### src/sv/dps_pkg.sv
// Shared types, constants and state codes for the dashed polyline stroker.
package dps_pkg;

    localparam int COORD_WIDTH_DEF  = 32;
    localparam int MAX_SEGMENTS_DEF = 64;
    localparam int PAT_WIDTH        = 31;
    localparam int CFG_WIDTH        = 31;
    localparam int CFG_INDEX_WIDTH  = 3;

    // Configuration register indexes.
    localparam logic [CFG_INDEX_WIDTH-1:0] CFG_JOIN_ENABLE    = 3'd0;
    localparam logic [CFG_INDEX_WIDTH-1:0] CFG_DASH_ON_FIRST  = 3'd1;
    localparam logic [CFG_INDEX_WIDTH-1:0] CFG_GAP_FIRST      = 3'd2;
    localparam logic [CFG_INDEX_WIDTH-1:0] CFG_DASH_ON_SECOND = 3'd3;
    localparam logic [CFG_INDEX_WIDTH-1:0] CFG_GAP_SECOND     = 3'd4;

    typedef struct packed {
        logic signed [COORD_WIDTH_DEF-1:0] point_x;
        logic signed [COORD_WIDTH_DEF-1:0] point_y;
        logic                              start_new;
    } in_beat_t;

    typedef struct packed {
        logic                              pen_down;
        logic signed [COORD_WIDTH_DEF-1:0] out_x;
        logic signed [COORD_WIDTH_DEF-1:0] out_y;
        logic                              last;
        logic                              truncated;
    } out_beat_t;

    typedef enum logic [3:0] {
        ST_IDLE,
        ST_SETUP,
        ST_SQRT,
        ST_FIRST,
        ST_ELEM,
        ST_DIV,
        ST_EMIT,
        ST_WAIT
    } dps_state_t;

    // Commands from the controller to the datapath.
    typedef struct packed {
        logic load_vertex;
        logic start_sqrt;
        logic sqrt_step;
        logic elem_setup;
        logic start_div;
        logic div_step;
        logic emit_first;
        logic emit_elem;
        logic out_taken;
    } dps_cmd_t;

    // Status from the datapath to the controller.
    typedef struct packed {
        logic restart;
        logic no_join;
        logic solid;
        logic sqrt_done;
        logic len_zero;
        logic on_phase;
        logic elem_final;
        logic div_done;
        logic out_valid;
        logic run_over;
    } dps_stat_t;

endpackage

### src/sv/dps_control.sv
// Controller state machine that sequences one vertex through the datapath.
module dps_control (
    input  logic               clk,
    input  logic               rst_n,
    input  logic               in_valid,
    output logic               in_ready,
    input  logic               out_ready,
    output logic               out_valid,
    input  dps_pkg::dps_stat_t stat,
    output dps_pkg::dps_cmd_t  cmd
);
    import dps_pkg::*;

    dps_state_t state_reg, state_next;
    logic       solid_reg, solid_next;

    always_ff @(posedge clk or negedge rst_n)
    begin
        if (!rst_n)
        begin
            state_reg <= ST_IDLE;
            solid_reg <= 1'b0;
        end
        else
        begin
            state_reg <= state_next;
            solid_reg <= solid_next;
        end
    end

    logic taken;
    assign taken     = stat.out_valid && out_ready;
    assign out_valid = stat.out_valid;
    assign in_ready  = state_reg == ST_IDLE;

    // Next state.
    always_comb
    begin
        state_next = state_reg;
        solid_next = solid_reg;
        unique case (state_reg)
            ST_IDLE:
            begin
                if (in_valid)
                begin
                    if (stat.restart || stat.no_join)
                    begin
                        state_next = ST_IDLE;
                    end
                    else
                    begin
                        solid_next = stat.solid;
                        state_next = ST_SETUP;
                    end
                end
            end
            ST_SETUP: state_next = ST_SQRT;
            ST_SQRT:
            begin
                if (stat.sqrt_done)
                begin
                    state_next = ST_FIRST;
                end
            end
            ST_FIRST:
            begin
                if (!stat.out_valid || taken)
                begin
                    if (solid_reg)
                    begin
                        state_next = ST_WAIT;
                    end
                    else if (stat.on_phase && stat.len_zero)
                    begin
                        state_next = ST_WAIT;
                    end
                    else if (stat.len_zero)
                    begin
                        state_next = ST_IDLE;
                    end
                    else
                    begin
                        state_next = ST_ELEM;
                    end
                end
            end
            ST_ELEM:  state_next = ST_DIV;
            ST_DIV:
            begin
                if (stat.div_done && (!stat.out_valid || taken))
                begin
                    state_next = ST_EMIT;
                end
            end
            ST_EMIT:
            begin
                if (stat.run_over || stat.elem_final)
                begin
                    state_next = ST_WAIT;
                end
                else
                begin
                    state_next = ST_ELEM;
                end
            end
            ST_WAIT:
            begin
                if (!stat.out_valid || taken)
                begin
                    state_next = ST_IDLE;
                end
            end
            default: state_next = ST_IDLE;
        endcase
    end

    // Commands.
    always_comb
    begin
        cmd = '0;
        cmd.out_taken = taken;
        unique case (state_reg)
            ST_IDLE:  cmd.load_vertex = in_valid;
            ST_SETUP: cmd.start_sqrt = 1'b1;
            ST_SQRT:  cmd.sqrt_step = !stat.sqrt_done;
            ST_FIRST:
            begin
                if (!stat.out_valid || taken)
                begin
                    cmd.emit_first = solid_reg || stat.on_phase;
                end
            end
            ST_ELEM:
            begin
                cmd.elem_setup = 1'b1;
                cmd.start_div  = 1'b1;
            end
            ST_DIV:
            begin
                cmd.div_step = !stat.div_done;
                cmd.emit_elem = stat.div_done && (!stat.out_valid || taken);
            end
            ST_EMIT:  ;
            ST_WAIT:  ;
            default:  ;
        endcase
    end
endmodule

### config.mk
export PLATFORM = sky130hd
export DESIGN_NAME = dps_control
export DESIGN_NICKNAME = d
export VERILOG_FILES = /design/src/sv/dps_pkg.sv /design/src/sv/dps_control.sv
export SDC_FILE = /design/constraint.sdc
export NUM_CORES = 1
export LEC_CHECK = 0
export ABC_AREA = 0
export BUFFER_PORTS_ARGS = -buffer_cell sky130_fd_sc_hd__buf_2
export CAP_MARGIN = 15
export CORE_AREA = 2 2 39 41
export DETAILED_ROUTE_END_ITERATION = 10
export DIE_AREA = 0 0 41 43
export REMOVE_ABC_BUFFERS = 1
export SETUP_SLACK_MARGIN = 0.1
export SLEW_MARGIN = 15
export SYNTH_ARGS = -nofsm -noshare
export SYNTH_HDL_FRONTEND = slang
export SYNTH_SLANG_ARGS = --single-unit
### constraint.sdc
create_clock -name clk -period 1.95 [get_ports clk]
set_input_delay 0.0975 -clock clk [delete_from_list [all_inputs] [get_ports clk]]
set_output_delay 0.0975 -clock clk [all_outputs]
set_load 0.005 [all_outputs]
==> reports/results.ini <==
[run_status]
status = complete, no violations

[worst_setup_path]
cp.arrival_ns = 1.57
rrSetupSlack_ns = 0.51
critPathRequiredTime_ns = 2.08
endpoint_kind = flop
reg2regPathDepth = 3
setup.worst_path.start_class = flop
path_max_fanout = 13
crit_type = flop to flop
cp_slowest_cell = dfrtp_1
crit_chain = or3b_1, o21ba_1, a32o_1
worst_path_largest_cell_delay_ns = 0.55

[global_route]
grt_pass1_vias = 309
grt_overflow = 0
track_usage = 0.102
grt_max_degree = 14
grt_pass1_wl_um = 1130
antenna_found_initial = 0

[timing]
finalSetupViolations = 0
finalWorstSetupSlack_ns = 0.508
worst_pin_slew_ns = 0.363
finalHoldViolCount = 0
rsz0062_at_grt = false
finalCritPeriodShare = 0.739
slew-limit-headroom = 0.758
fmax_ghz = 0.694
period_minus_slack_ns = 1.44
maxSlewViolCount = 0
skew_ns = 0.00691
tns_ns = 0

[power_and_ir_drop]
seqPwrFrac = 0.363
cellPowerDensity_nw_per_um2 = 1240
irDropWorstVdd_mv = 0.468
comb_power_share = 0.461
leakage_nw = 0.243
cell_internal_pwr_w = 0.000353
p_switching_w = 0.000243
p_sw_frac = 0.408
p_clk_frac = 0.176

[die]
die_w_um = 41
start_util = 0.254
num_rows = 14
die_y_um = 43
die_area_um2 = 1760
io-pin-count = 25
core_area_um2 = 1380

[yosys]
synth_mux_area_frac = 0.0641
yosysSeqAreaShare = 0.285
synth_cells = 42
ys_ff_latch = 4
ys_types = 24
synth_top_family_by_area = simple AND/OR/NAND/NOR gates
yosysWarningCount = 0
synthAdderAreaFrac = 0
synth_area_um2 = 352
synth-xor-area-share = 0
synth_compound_area_frac = 0.210
synth_area_per_cell_um2 = 8.37
synth-simple-area-share = 0.306

[detailed_routing]
ant_nets = 0
first_pass_iters = 3
viasPerCell = 4.74
first_iter_violations = 3
wire_per_inst_um = 9.64
dr.max_layer_used = met4
met3WireLength_um = 57
wl_met1_um = 283
wl_met2_um = 412
routed_wl_um = 771
drc = 0
num_vias = 379

[cells_and_area]
largest_reg_flops = 3
drive_above_1_share = 0.453
area_delta_synth_final_pct = 36.7
postLayoutCoreUtil = 0.347
nets = 80
antenna_cells = 0
fillers = 156

[clocking]
htreeDepth = 1
cts_root_buf = clkbuf_4
ctsResizeCount = 0
cts_inserted_buffers = 3
clockBufferDepth = 2
clock-sinks = 4
worstSkewPairLatency_ns = 0.24
cts_tree = built
clk_pin_slew_ns = 0.04

[placed_design]
pre_cts_ws_ns = 0.507
numPortBuffers = 24
place_congestion = 0.715
dp_hpwl_um = 654

[hold_path]
hold_path.class = input port to flop
hold_depth = 2

[flow_run]
drv_cap = 0

[cells in the mapped netlist, drive strengths merged]
cell type | instances | area (µm²)
inv | 1 | 3.75
or3b | 1 | 8.76
a21oi | 3 | 15.0
o211ai | 1 | 7.51
nor3 | 2 | 15.0
a32o | 1 | 10.0
nor2 | 5 | 18.8
mux2 | 2 | 22.5
o21ba | 1 | 10.0
nand2 | 1 | 3.75
nor4 | 1 | 6.26
and2 | 3 | 18.8
nand2b | 1 | 6.26
dfrtp | 4 | 100
nor3b | 2 | 15.0
nand3 | 3 | 15.0
a311o | 1 | 10.0
a31oi | 2 | 12.5
buf | 6 | 43.8
o22a | 1 | 8.76
[power groups by stage]
| stage | Clock, W | Sequential [W] | Combinational [W] |
|---|---|---|---|
| after floorplan | 0 | 0.000198 | 0.000192 |
| after global placement | 0 | 0.000216 | 0.000274 |
| after detailed placement | 0 | 0.000217 | 0.000278 |
| after CTS | 0.000109 | 0.000216 | 0.000280 |
| after global routing | 0.000119 | 0.000231 | 0.000309 |
| final | 0.000105 | 0.000217 | 0.000275 |
[metal layers]
metal	up-vias	global-route usage
li1	198	-
met1	169	0.0841
met2	10	0.159
met3	2	0.0628
met4	0	0.0800
met5	-	0
[layout make-up]
class | instances | area [µm²] | area share
multi-input combinational | 31 | 204 | 0.424
inverter | 1 | 3.75 | 0.00781
sequential | 4 | 100 | 0.208
tap | 16 | 20.0 | 0.0417
clock buffer | 3 | 22.5 | 0.0469
timing repair buffer | 25 | 130 | 0.271
[cells in the final DEF, fill, tap and decap left out]
master / netlist / final
a21oi_1: 3 / 3
mux2_2: 1 / 1
nand2b_1: 1 / 1
o211ai_1: 1 / 1
nor2_1: 5 / 5
or3b_1: 1 / 1
a32o_1: 1 / 1
nor3_2: 1 / 1
nor4_1: 1 / 1
and2_1: 3 / 3
mux2_1: 1 / 1
nand2_1: 1 / 1
dlygate4sd3_1: 0 / 1
clkbuf_4: 0 / 3
nor3b_1: 2 / 2
dfrtp_1: 4 / 4
nand3_1: 3 / 3
a311o_1: 1 / 1
nor3_1: 1 / 1
buf_2: 2 / 24
inv_1: 1 / 1
a31oi_1: 2 / 2
o22a_1: 1 / 1
o21ba_1: 1 / 1
[final timing paths]
path	end	from
min in group asynchronous	state_reg[1]	rst_n
worst min register to register	solid_reg	solid_reg
worst min-delay path	solid_reg	stat[7]
max in group asynchronous	state_reg[2]	rst_n
worst max register to register	state_reg[0]	state_reg[2]
worst max-delay path	state_reg[0]	state_reg[2]
[critical path: cells and delay by family (launching register included)]
family,cells,cell delay (ns)
AO/OA/AOI/OAI,2,0.37
flip-flops,1,0.55
AND/OR/NAND/NOR,1,0.42
[logic make-up after synthesis]
group,Yosys count
buf+inv,7
compound gates,10
mux,2
flops,4
simple gates,19
[per-stage QoR]
step / area, µm² / hold slack, ns / std cells / power [W]
after floorplan: 308 / -0.198 / 36 / 0.000390
after global placement: 448 / -0.0922 / 76 / 0.000490
after detailed placement: 448 / -0.0920 / 76 / 0.000495
after CTS: 480 / 0.0835 / 80 / 0.000605
after global routing: 480 / 0.0760 / 80 / 0.000659
final: 480 / 0.0865 / 80 / 0.000596
[repair_timing]
| item | 4_1_cts | 5_1_grt |
|---|---|---|
| hold buffers | 1 | 0 |
| buffers inserted | 0 | 0 |
| hold endpoints to repair | 4 | 0 |
Power figures use the tool's default switching activity.
