<file path="src/sv/dps_pkg.sv">
// Shared types, constants and state codes for the dashed polyline stroker.
package dps_pkg;

    localparam int COORD_WIDTH_DEF  = 32;
    localparam int MAX_SEGMENTS_DEF = 64;
    localparam int PAT_WIDTH        = 31;
    localparam int CFG_WIDTH        = 31;
    localparam int CFG_INDEX_WIDTH  = 3;

    // Configuration register indexes.
    localparam logic [CFG_INDEX_WIDTH-1:0] CFG_JOIN_ENABLE    = 3'd0;
    localparam logic [CFG_INDEX_WIDTH-1:0] CFG_DASH_ON_FIRST  = 3'd1;
    localparam logic [CFG_INDEX_WIDTH-1:0] CFG_GAP_FIRST      = 3'd2;
    localparam logic [CFG_INDEX_WIDTH-1:0] CFG_DASH_ON_SECOND = 3'd3;
    localparam logic [CFG_INDEX_WIDTH-1:0] CFG_GAP_SECOND     = 3'd4;

    typedef struct packed {
        logic signed [COORD_WIDTH_DEF-1:0] point_x;
        logic signed [COORD_WIDTH_DEF-1:0] point_y;
        logic                              start_new;
    } in_beat_t;

    typedef struct packed {
        logic                              pen_down;
        logic signed [COORD_WIDTH_DEF-1:0] out_x;
        logic signed [COORD_WIDTH_DEF-1:0] out_y;
        logic                              last;
        logic                              truncated;
    } out_beat_t;

    typedef enum logic [3:0] {
        ST_IDLE,
        ST_SETUP,
        ST_SQRT,
        ST_FIRST,
        ST_ELEM,
        ST_DIV,
        ST_EMIT,
        ST_WAIT
    } dps_state_t;

    // Commands from the controller to the datapath.
    typedef struct packed {
        logic load_vertex;
        logic start_sqrt;
        logic sqrt_step;
        logic elem_setup;
        logic start_div;
        logic div_step;
        logic emit_first;
        logic emit_elem;
        logic out_taken;
    } dps_cmd_t;

    // Status from the datapath to the controller.
    typedef struct packed {
        logic restart;
        logic no_join;
        logic solid;
        logic sqrt_done;
        logic len_zero;
        logic on_phase;
        logic elem_final;
        logic div_done;
        logic out_valid;
        logic run_over;
    } dps_stat_t;

endpackage

</file>
<file path="src/sv/dps_solid.sv">
// Solid-line step: turns the second command of a solid segment into a draw.
module dps_solid (
    input  logic               clk,
    input  logic               rst_n,
    input  logic               solid_mode,
    input  logic               first_taken,
    input  logic signed [dps_pkg::COORD_WIDTH_DEF-1:0] vx,
    input  logic signed [dps_pkg::COORD_WIDTH_DEF-1:0] vy,
    input  dps_pkg::out_beat_t dp_beat,
    input  logic               dp_valid,
    input  logic               out_ready,
    output logic               out_valid,
    output dps_pkg::out_beat_t out_beat,
    output logic               busy
);
    import dps_pkg::*;

    // After the move of a solid segment is taken, a draw to the vertex follows.
    logic pend_reg;
    always_ff @(posedge clk or negedge rst_n)
    begin
        if (!rst_n)
        begin
            pend_reg <= 1'b0;
        end
        else if (first_taken && solid_mode)
        begin
            pend_reg <= 1'b1;
        end
        else if (pend_reg && out_ready)
        begin
            pend_reg <= 1'b0;
        end
    end

    always_comb
    begin
        out_beat = dp_beat;
        if (pend_reg)
        begin
            out_beat.pen_down  = 1'b1;
            out_beat.out_x     = vx;
            out_beat.out_y     = vy;
            out_beat.last      = 1'b1;
            out_beat.truncated = 1'b0;
        end
        else if (solid_mode)
        begin
            out_beat.last = 1'b0;
        end
    end

    assign out_valid = pend_reg || dp_valid;
    assign busy      = pend_reg;
endmodule

</file>
<file path="config.mk">
export PLATFORM = sky130hd
export DESIGN_NAME = dps_solid
export DESIGN_NICKNAME = d
export VERILOG_FILES = /design/src/sv/dps_pkg.sv /design/src/sv/dps_solid.sv
export SDC_FILE = /design/constraint.sdc
export NUM_CORES = 1
export LEC_CHECK = 0
export BUFFER_PORTS_ARGS = -buffer_cell sky130_fd_sc_hd__buf_2
export CORE_AREA = 5 5 77 79
export CTS_CLUSTER_SIZE = 8
export DETAILED_ROUTE_END_ITERATION = 10
export DIE_AREA = 0 0 82 84
export PLACE_DENSITY = 0.67
export RECOVER_POWER = 100
export REMOVE_ABC_BUFFERS = 1
export SKIP_LAST_GASP = 1
export SLEW_MARGIN = 20
export SYNTH_ARGS = -nofsm -noshare
export SYNTH_HDL_FRONTEND = slang
export SYNTH_SLANG_ARGS = --single-unit
</file>
<file path="constraint.sdc">
create_clock -name clk -period 1.4 [get_ports clk]
set_input_delay 0.21 -clock clk [delete_from_list [all_inputs] [get_ports clk]]
set_output_delay 0.21 -clock clk [all_outputs]
set_load 0.05 [all_outputs]
</file>
==> results.toml, run 1 <==
[sta]
fin_crit_sh_pct = 102
fin_ws_ns = -0.0258
slew_headroom_pct = 83.0
fmax_mhz = 701
finalCriticalPeriod_ns = 1.43
drv_slew = 0
clock_skew_ns = 0
hold_viol = 0
setup_violations = 20
worstMarginPinSlew_ns = 0.256
grt_setup_unrepaired = "yes"

[logic_synthesis]
synthFlopType = "dfrtp_1"
synth-seq-area-share_pct = 2.75
syn_avg_cell_area_sq_um = 11.2
synthTopCellsByCount = "mux2_2 (48), mux2_4 (16), buf_2 (4), buf_6 (4)"
ys_ff_latch = 1
netlist_area_sq_um = 911
synth_area_leader_cell = "mux2_2"
ys.warnings.count = 0
syn_inst = 81
synthArstFlopShare_pct = 100
yosysUniqueCellTypes = 10
synth_area_leaders = "mux2_2 (59%), mux2_4 (26%), buf_6 (4.9%)"
synth_most_common_cell = "mux2_2"
yosys.area.top_type_share_pct = 59.3
synth-edff-count = 0

[run]
maxCapViolCount = 0

[floorplan]
core-area_sq_um = 5270
rows = 27
io-pin-count = 206
die_w_um = 82
die_h_um = 84
initial_core_util_pct = 17.3
dieArea_sq_um = 6890

[finish]
final_nets = 425
final_cell_area_sq_um = 2400
final_layout_size_suffix_gt1_share_pct = 97.2
diodes = 0
syn_to_final_growth_pct = 164
largest_reg_flops = 1

[route]
wl_um = 5380
drc = 0
wl_per_cell_um = 15.0
ant_nets = 0
drtPass1Iterations = 3
vias = 1490
drtIter0Drc = 13
vias_per_cell = 4.16

[pwr]
p_clk_share_pct = 0
ir_worst_vdd_mv = 0.291
seq_power_share_pct = 2.0
p_sw_share_pct = 57.1
p_per_area_nw_per_um2 = 713
switchingPower_w = 0.000977
p_leak_nw = 1.32
intPower_w = 0.000734
p_comb_share_pct = 98.0

[clock_network]
cts.clk_slew.worst_paths_ns = 0
insertion_delay_ns = 0

[global_routing]
grt_usage_pct = 10.7
grt_pass1_wl_um = 6150
grt_pass1_vias = 1397
antenna_found_initial = 0
overflow = 0
grt_max_degree = 37

[placement]
dp_hpwl_um = 4130
dp_slack_ns = -0.0162
gp_congestion = 0.673
portBuffers = 205
placed_cell_area_sq_um = 2000

[setup_path]
reg2reg_to = "busy$_DFFE_PN0P_"
critPathCaptureType = "primary output"
worstSetupEndpoint = "out_beat[66]"
path_class = "flip-flop to primary output"
startpoint = "busy$_DFFE_PN0P_"
r2r_start = "busy$_DFFE_PN0P_"
start_kind = "flip-flop"
reg2reg_setup_slack_ns = 0.45
cp.arrival_ns = 1.22
crit_path_max_fanout = 16
rr_worst_depth = 4
cp.required_ns = 1.19

[run_status]
violations = "negative setup slack"
status = "finished with violations"

[hold_path]
worst_hold_path_type = "input port to flip-flop"
-- worst max-delay path, stage by stage, from the launching register on --
cell,delay (ns)
dfrtp_2,0.39
buf_12,0.15
clkbuf_16,0.19
or2_2,0.32
buf_6,0.16
-- metrics by stage --
step                      setup TNS, ns  total power [W]  std cells  hold slack, ns  util, %
after floorplan                 -106.78          0.00108         73         -0.0856        -
after global placement                0          0.00144        352        -0.00728     38.0
after detailed placement        -0.0620          0.00145        352         -0.0109     38.0
after CTS                        -0.124          0.00146        353           0.389     38.2
after global routing              -1.23          0.00178        358           0.430     45.6
final                           -0.0773          0.00171        358           0.388     45.6
-- metal layers --
layer | global-route usage, % | up-vias | share of wire (%)
met1 | 10.9 | 669 | 31
met5 | 0 | - | 0
li1 | - | 712 | -
met2 | 22.3 | 107 | 57
met4 | 0 | 0 | 0.26
met3 | 2.05 | 2 | 11
-- final cells by class --
cell class | count | area [sq um]
repair buffers | 213 | 1460
well taps | 72 | 90.1
flip-flops and latches | 1 | 26.3
multi-input cells | 70 | 813
fillers | 502 | 2870
inverters | 2 | 7.51
-- power by group through the flow --
| stage | sequential [W] | clock (W) | combinational (W) |
|---|---|---|---|
| 3_5_place_dp | 0.0000368 | 0 | 0.00141 |
| 6_report | 0.0000348 | 0 | 0.00168 |
| 4_1_cts | 0.0000368 | 0 | 0.00142 |
| 2_1_floorplan | 0.0000926 | 0 | 0.000985 |
| 3_3_place_gp | 0.0000365 | 0 | 0.00140 |
| 5_1_grt | 0.0000352 | 0 | 0.00175 |
-- cell usage in the layout (no fill, tap or decap), types with 2 or more instances in the layout --
master     Yosys  final
inv_1          2      2
buf_2          4    139
or2_2          2      2
buf_6          4     33
clkbuf_16      0      3
buf_4          0     32
o21ai_0        2      2
mux2_2        48     48
mux2_4        16     16
buf_12         0      3
-- how the worst min path moves through the flow --
stage               slack, ns               end  depth (start not counted)  startpoint
floorplan               -0.09  busy$_DFFE_PN0P_                          0       rst_n
detailed placement      -0.01  busy$_DFFE_PN0P_                          1       rst_n
global route             0.43  busy$_DFFE_PN0P_                          2   out_ready
finish                   0.39  busy$_DFFE_PN0P_                          2   out_ready
CTS                      0.39  busy$_DFFE_PN0P_                          2   out_ready
global placement       -0.007  busy$_DFFE_PN0P_                          1       rst_n
-- cells by family (layout without fill, tap and decap cells) --
kind of cell / count (synthesis) / count (layout) / share of synthesized area, %
buffers and inverters: 10 / 215 / 7.97
muxes: 64 / 64 / 85.7
and+or+nand+nor: 4 / 4 / 2.47
AOI/OAI and AO/OA: 2 / 2 / 1.10
DFF: 1 / 1 / 2.75
-- timing repair --
item	4_1_cts	5_1_grt
endpoints found under the setup margin	20	52
gates resized for setup	0	161
buffers inserted	0	1
hold buffers	1	0
cloned	0	4
endpoints found under the hold margin	1	0
No activity file was read; power rests on OpenSTA's default activity.
==> run 2: changes to the inputs <==
--- a/config.mk
+++ b/config.mk
@@ -5,6 +5,7 @@
 export SDC_FILE = /design/constraint.sdc
 export NUM_CORES = 1
 export LEC_CHECK = 0
+export ABC_AREA = 1
 export BUFFER_PORTS_ARGS = -buffer_cell sky130_fd_sc_hd__buf_2
 export CORE_AREA = 5 5 77 79
 export CTS_CLUSTER_SIZE = 8
==> run 2 against run 1 <==
  * Register-to-register slack gained 0.07 ns
  * Critical path type unchanged
  * First-iteration DRC count grew 77%
  * Cell area shrank 17%
  * The run now ends clean
  * Largest cell class unchanged
  * Wire length shrank 8.3%
  * Worst hold slack gained 0.037 ns
  * Critical path depth shrank 1
  * Power shrank 12%
  * Setup slack gained 0.086 ns
  * Die area is the same
  * Combinational power shrank 12%
==> results.toml, run 2 <==
[pwr]
intPower_w = 0.000426
p_leak_nw = 1.48
p_per_area_nw_per_um2 = 758
p_comb_share_pct = 97.6
p_clk_share_pct = 0
seq_power_share_pct = 2.4
switchingPower_w = 0.00109
p_sw_share_pct = 71.9
ir_worst_vdd_mv = 0.524

[placement]
portBuffers = 205
gp_congestion = 0.799
dp_slack_ns = 0.0263
dp_hpwl_um = 4300
dp.cells = 486

[route]
drc = 0
vias = 1868
wl_um = 4940
wl_per_cell_um = 10.1
drtPass1Iterations = 4
vias_per_cell = 3.84
drtIter0Drc = 23
ant_nets = 0

[finish]
diodes = 0
fillerInstances = 607
mostFrequentLayoutCells = "nand2_1 (197), buf_2 (163), clkbuf_2 (42)"
multiInputGateArea_sq_um = 756
register_area_sq_um = 26.3
finalNonFillerCells = 487
largest_reg_flops = 1
syn_to_final_growth_pct = 118
final_layout_size_suffix_gt1_share_pct = 51.3
final_nets = 554
layout_commonest_cell = "nand2_1"

[logic_synthesis]
syn_inst = 220
yosys.area.top_type_share_pct = 80.8
synth_most_common_cell = "nand2_1"
syn_avg_cell_area_sq_um = 4.16
synthArstFlopShare_pct = 100
synth-edff-count = 0
ys_ff_latch = 1
netlist_area_sq_um = 915
ys.warnings.count = 0
synthTopCellsByCount = "nand2_1 (197), buf_6 (7), buf_2 (5), inv_1 (3)"
synth_area_leaders = "nand2_1 (81%), buf_6 (8.6%), buf_2 (2.7%)"
synthFlopType = "dfrtp_1"
synth_area_leader_cell = "nand2_1"
yosysUniqueCellTypes = 10
synth-seq-area-share_pct = 2.74

[clock_network]
insertion_delay_ns = 0
cts.clk_slew.worst_paths_ns = 0

[setup_path]
cp.required_ns = 1.19
path_buf_inv = 2
start_kind = "flip-flop"
critPathCaptureType = "primary output"
cp.arrival_ns = 1.13
slowest_stage = "dfrtp_2"
crit_chain = "buf_12, or2_2, clkbuf_2"
cpLargestDelayFamily = "flip-flops"
slowest_delay_ns = 0.42
path_class = "flip-flop to primary output"
reg2reg_setup_slack_ns = 0.52
crit_path_max_fanout = 34

[run]
maxCapViolCount = 0

[floorplan]
dieArea_sq_um = 6890
rows = 27
die_h_um = 84
initial_core_util_pct = 17.4
core-area_sq_um = 5270
io-pin-count = 206
die_w_um = 82

[sta]
drv_slew = 0
clock_skew_ns = 0
fin_ws_ns = 0.0599
hold_viol = 0
slew_headroom_pct = 80.8
worstMarginPinSlew_ns = 0.289
fmax_mhz = 746
setup_violations = 0
finalCriticalPeriod_ns = 1.34
grt_setup_unrepaired = "yes"
fin_crit_sh_pct = 95.7

[global_routing]
grt_max_degree = 36
grt_pass1_vias = 1779
overflow = 0
grt_usage_pct = 12.2
grt_pass1_wl_um = 7190
antenna_found_initial = 0

[hold_path]
worst_hold_path_type = "input port to flip-flop"

[run_status]
status = "finished clean"
[run 2: tightest hold or removal path, stage by stage]
cell and delay [ns]:
buf_2 0.08, nand2_1 0.04, nand2_1 0.06
[run 2: cells by family after synthesis]
group         Yosys count  synth area share [%]
simple gates          200                  82.6
buf+inv                19                  14.6
flops                   1                  2.74
[run 2: path summary, 6_finish.rpt]
check | startpoint | end | cells past startpoint
worst max-delay path | busy$_DFFE_PN0P_ | out_beat[66] | 3
worst min-delay path | first_taken | busy$_DFFE_PN0P_ | 3
worst max register to register | busy$_DFFE_PN0P_ | busy$_DFFE_PN0P_ | 3
worst min register to register | busy$_DFFE_PN0P_ | busy$_DFFE_PN0P_ | 3
max in group asynchronous | rst_n | busy$_DFFE_PN0P_ | 2
min in group asynchronous | rst_n | busy$_DFFE_PN0P_ | 2
[run 2: stage by stage]
stage                     hold WS [ns]  setup TNS [ns]  cell area, sq um  power [W]  utilization [%]
after floorplan                -0.0856         -110.82               796    0.00106                -
after global placement         -0.0145               0              1980    0.00151             37.6
after detailed placement       -0.0106               0              1980    0.00152             37.6
after CTS                        0.434               0              1990    0.00152             37.8
after global routing             0.446        -0.00110              1990    0.00161             37.8
final                            0.425               0              1990    0.00151             37.8
[run 2: final cells by class]
cell class / count / area share (%)
timing repair buffer: 210 / 55.5
multi-input combinational: 200 / 37.9
tap: 72 / 4.52
inverter: 4 / 0.753
sequential: 1 / 1.32
[run 2: power by group through the flow]
stage	Clock, W	Combinational, W	Sequential (W)
4_1_cts	0	0.00149	0.0000365
2_1_floorplan	0	0.000984	0.0000741
3_5_place_dp	0	0.00148	0.0000363
3_3_place_gp	0	0.00147	0.0000361
6_report	0	0.00148	0.0000368
5_1_grt	0	0.00157	0.0000375
[run 2: what timing repair did]
item,CTS,global route
setup buffers,0,0
setup endpoints to repair,0,33
resized for setup,0,1
hold buffers,1,0
endpoints found under the hold margin,1,0
[run 2: per-layer routing]
layer	vias up	routed length, um	track usage, %
li1	1031	-	-
met1	736	1850	13.0
met2	101	2530	25.2
met5	-	0	0
met4	0	0	0.453
met3	0	561	1.84
==> run 3: changes to the inputs <==
--- a/config.mk
+++ b/config.mk
@@ -11,7 +11,7 @@
 export CTS_CLUSTER_SIZE = 8
 export DETAILED_ROUTE_END_ITERATION = 10
 export DIE_AREA = 0 0 82 84
-export PLACE_DENSITY = 0.67
+export PLACE_DENSITY = 0.7
 export RECOVER_POWER = 100
 export REMOVE_ABC_BUFFERS = 1
 export SKIP_LAST_GASP = 1
==> constraint.sdc (replaced) <==
create_clock -name clk -period 1.2 [get_ports clk]
set_input_delay 0.18 -clock clk [delete_from_list [all_inputs] [get_ports clk]]
set_output_delay 0.18 -clock clk [all_outputs]
set_load 0.05 [all_outputs]
==> run 3 against run 2 <==
  * The flow now finishes with violations (negative setup slack)
  * Power grew 51%
  * Final cell count is 2.3% higher
  * Combinational power grew 51%
  * Sequential cell count unchanged
  * Worst hold slack got worse by 0.046 ns
  * Sequential power is 20% higher
  * Via count is 12% higher
  * Cell area grew 32%
  * Sequential share of layout area down 0.32 points
  * Core utilization rose by 12 points
  * Die area did not move
  * Register-to-register slack got worse by 0.30 ns
  * Critical path type unchanged
  * Highest routed layer is now met4
==> results.toml, run 3 (synthesis gave the netlist of run 2 again) <==
[finish]
layout_commonest_cell = "nand2_1"
register_area_sq_um = 26.3
fin_util_pct = 49.8
mostFrequentLayoutCells = "nand2_1 (187), buf_2 (136), buf_6 (66)"
final_nets = 565
final_cell_area_sq_um = 2630
largest_reg_flops = 1
syn_to_final_growth_pct = 187
final_layout_size_suffix_gt1_share_pct = 54.9
finalNonFillerCells = 498
diodes = 0
fillerInstances = 524
multiInputGateArea_sq_um = 793

[setup_path]
slowest_delay_ns = 0.43
cp.required_ns = 1.02
crit_path_max_fanout = 11
slowest_stage = "dfrtp_2"
critPathCaptureType = "primary output"
cp.arrival_ns = 1.06
crit_chain = "buf_12, or2_2, buf_6"
start_kind = "flip-flop"
path_class = "flip-flop to primary output"

[floorplan]
core-area_sq_um = 5270
dieArea_sq_um = 6890
io-pin-count = 206
initial_core_util_pct = 17.4
rows = 27
die_w_um = 82
die_h_um = 84

[pwr]
ir_worst_vdd_mv = 0.626
p_leak_nw = 1.70
p_per_area_nw_per_um2 = 872

[placement]
placed_cell_area_sq_um = 2040
dp_hpwl_um = 4410
dp_slack_ns = -0.0959
gp_congestion = 0.803
dp.cells = 491
portBuffers = 205

[run]
maxCapViolCount = 0

[global_routing]
grt_pass1_vias = 2029
antenna_found_initial = 0
overflow = 0
grt_pass1_wl_um = 8320
grt_usage_pct = 14.2
grt_max_degree = 35

[clock_network]
insertion_delay_ns = 0
cts.clk_slew.worst_paths_ns = 0

[hold_path]
worst_hold_path_type = "input port to flip-flop"

[route]
ant_nets = 0
wl_per_cell_um = 13.0
drc = 0
drtPass1Iterations = 5
vias_per_cell = 4.21
drtIter0Drc = 32
vias = 2097
wl_um = 6480

[run_status]
status = "finished with violations"
violations = "negative setup slack"

[sta]
fin_ws_ns = -0.0400
grt_setup_unrepaired = "yes"
clock_skew_ns = 0
worstMarginPinSlew_ns = 0.249
drv_slew = 0
setup_violations = 25
fmax_mhz = 806
hold_ws_ns = 0.379
slew_headroom_pct = 83.5
finalCriticalPeriod_ns = 1.24
hold_viol = 0
fin_crit_sh_pct = 103
==> run 3: cell count changes in the layout (fill, tap and decap cells not counted), moves of 3 or more <==
| cell | change |
|---|---|
| buf_6 | +65 |
| buf_2 | -27 |
| clkbuf_16 | +3 |
| nand2_2 | +8 |
| clkbuf_2 | -42 |
| buf_4 | +7 |
| nand2_1 | -10 |
==> run 3: path summary, 6_finish.rpt <==
path	startpoint	endpoint	slack [ns]	depth (start not counted)
worst min register to register	busy$_DFFE_PN0P_	busy$_DFFE_PN0P_	0.86	4
worst max register to register	busy$_DFFE_PN0P_	busy$_DFFE_PN0P_	0.22	4
min in group asynchronous	rst_n	busy$_DFFE_PN0P_	0.50	2
worst max-delay path	busy$_DFFE_PN0P_	out_beat[66]	-0.04	3
max in group asynchronous	rst_n	busy$_DFFE_PN0P_	0.58	2
worst min-delay path	first_taken	busy$_DFFE_PN0P_	0.38	3
==> run 3: area by class of cell <==
cell class | count | share of cell area, %
timing repair buffer | 221 | 64.6
sequential | 1 | 1.00
multi-input combinational | 200 | 30.2
tap | 72 | 3.43
inverter | 4 | 0.763
==> run 3: critical path, delay by kind of cell (launching register included) <==
kind                   cells  cell delay [ns]
flip-flops                 1             0.43
buffers and inverters      2             0.33
AND/OR/NAND/NOR            1             0.31
==> run 3: layer usage <==
layer  global-route usage [%]  routed length, um  share of wire (%)  vias to the layer above
li1                         -                  -                  -                     1053
met1                     15.3               2230                 34                      904
met2                     28.4               3490                 54                      134
met3                     2.81                723                 11                        6
met4                     1.21                 47               0.73                        0
met5                        0                  0                  0                        -
==> run 3: power breakdown <==
group	leakage, nW	internal [W]	total, W	switching, W
combinational	1.68	0.000851	0.00224	0.00139
clock	0	0	0	0
sequential	0.0110	0.0000380	0.0000440	0.00000600
==> run 3: metrics by stage <==
stage               setup TNS, ns  power, W
floorplan                 -122.75   0.00124
global placement            -3.72   0.00181
detailed placement          -4.00   0.00182
CTS                        -0.192   0.00203
global route                -2.66   0.00241
finish                     -0.284   0.00229
==> run 3: repair_timing <==
action	4_1_cts	5_1_grt
setup buffers	0	1
hold buffers	1	0
gates resized for setup	85	67
cloned	0	5
setup endpoints to repair	67	68
endpoints found under the hold margin	1	0
pin swaps	0	3
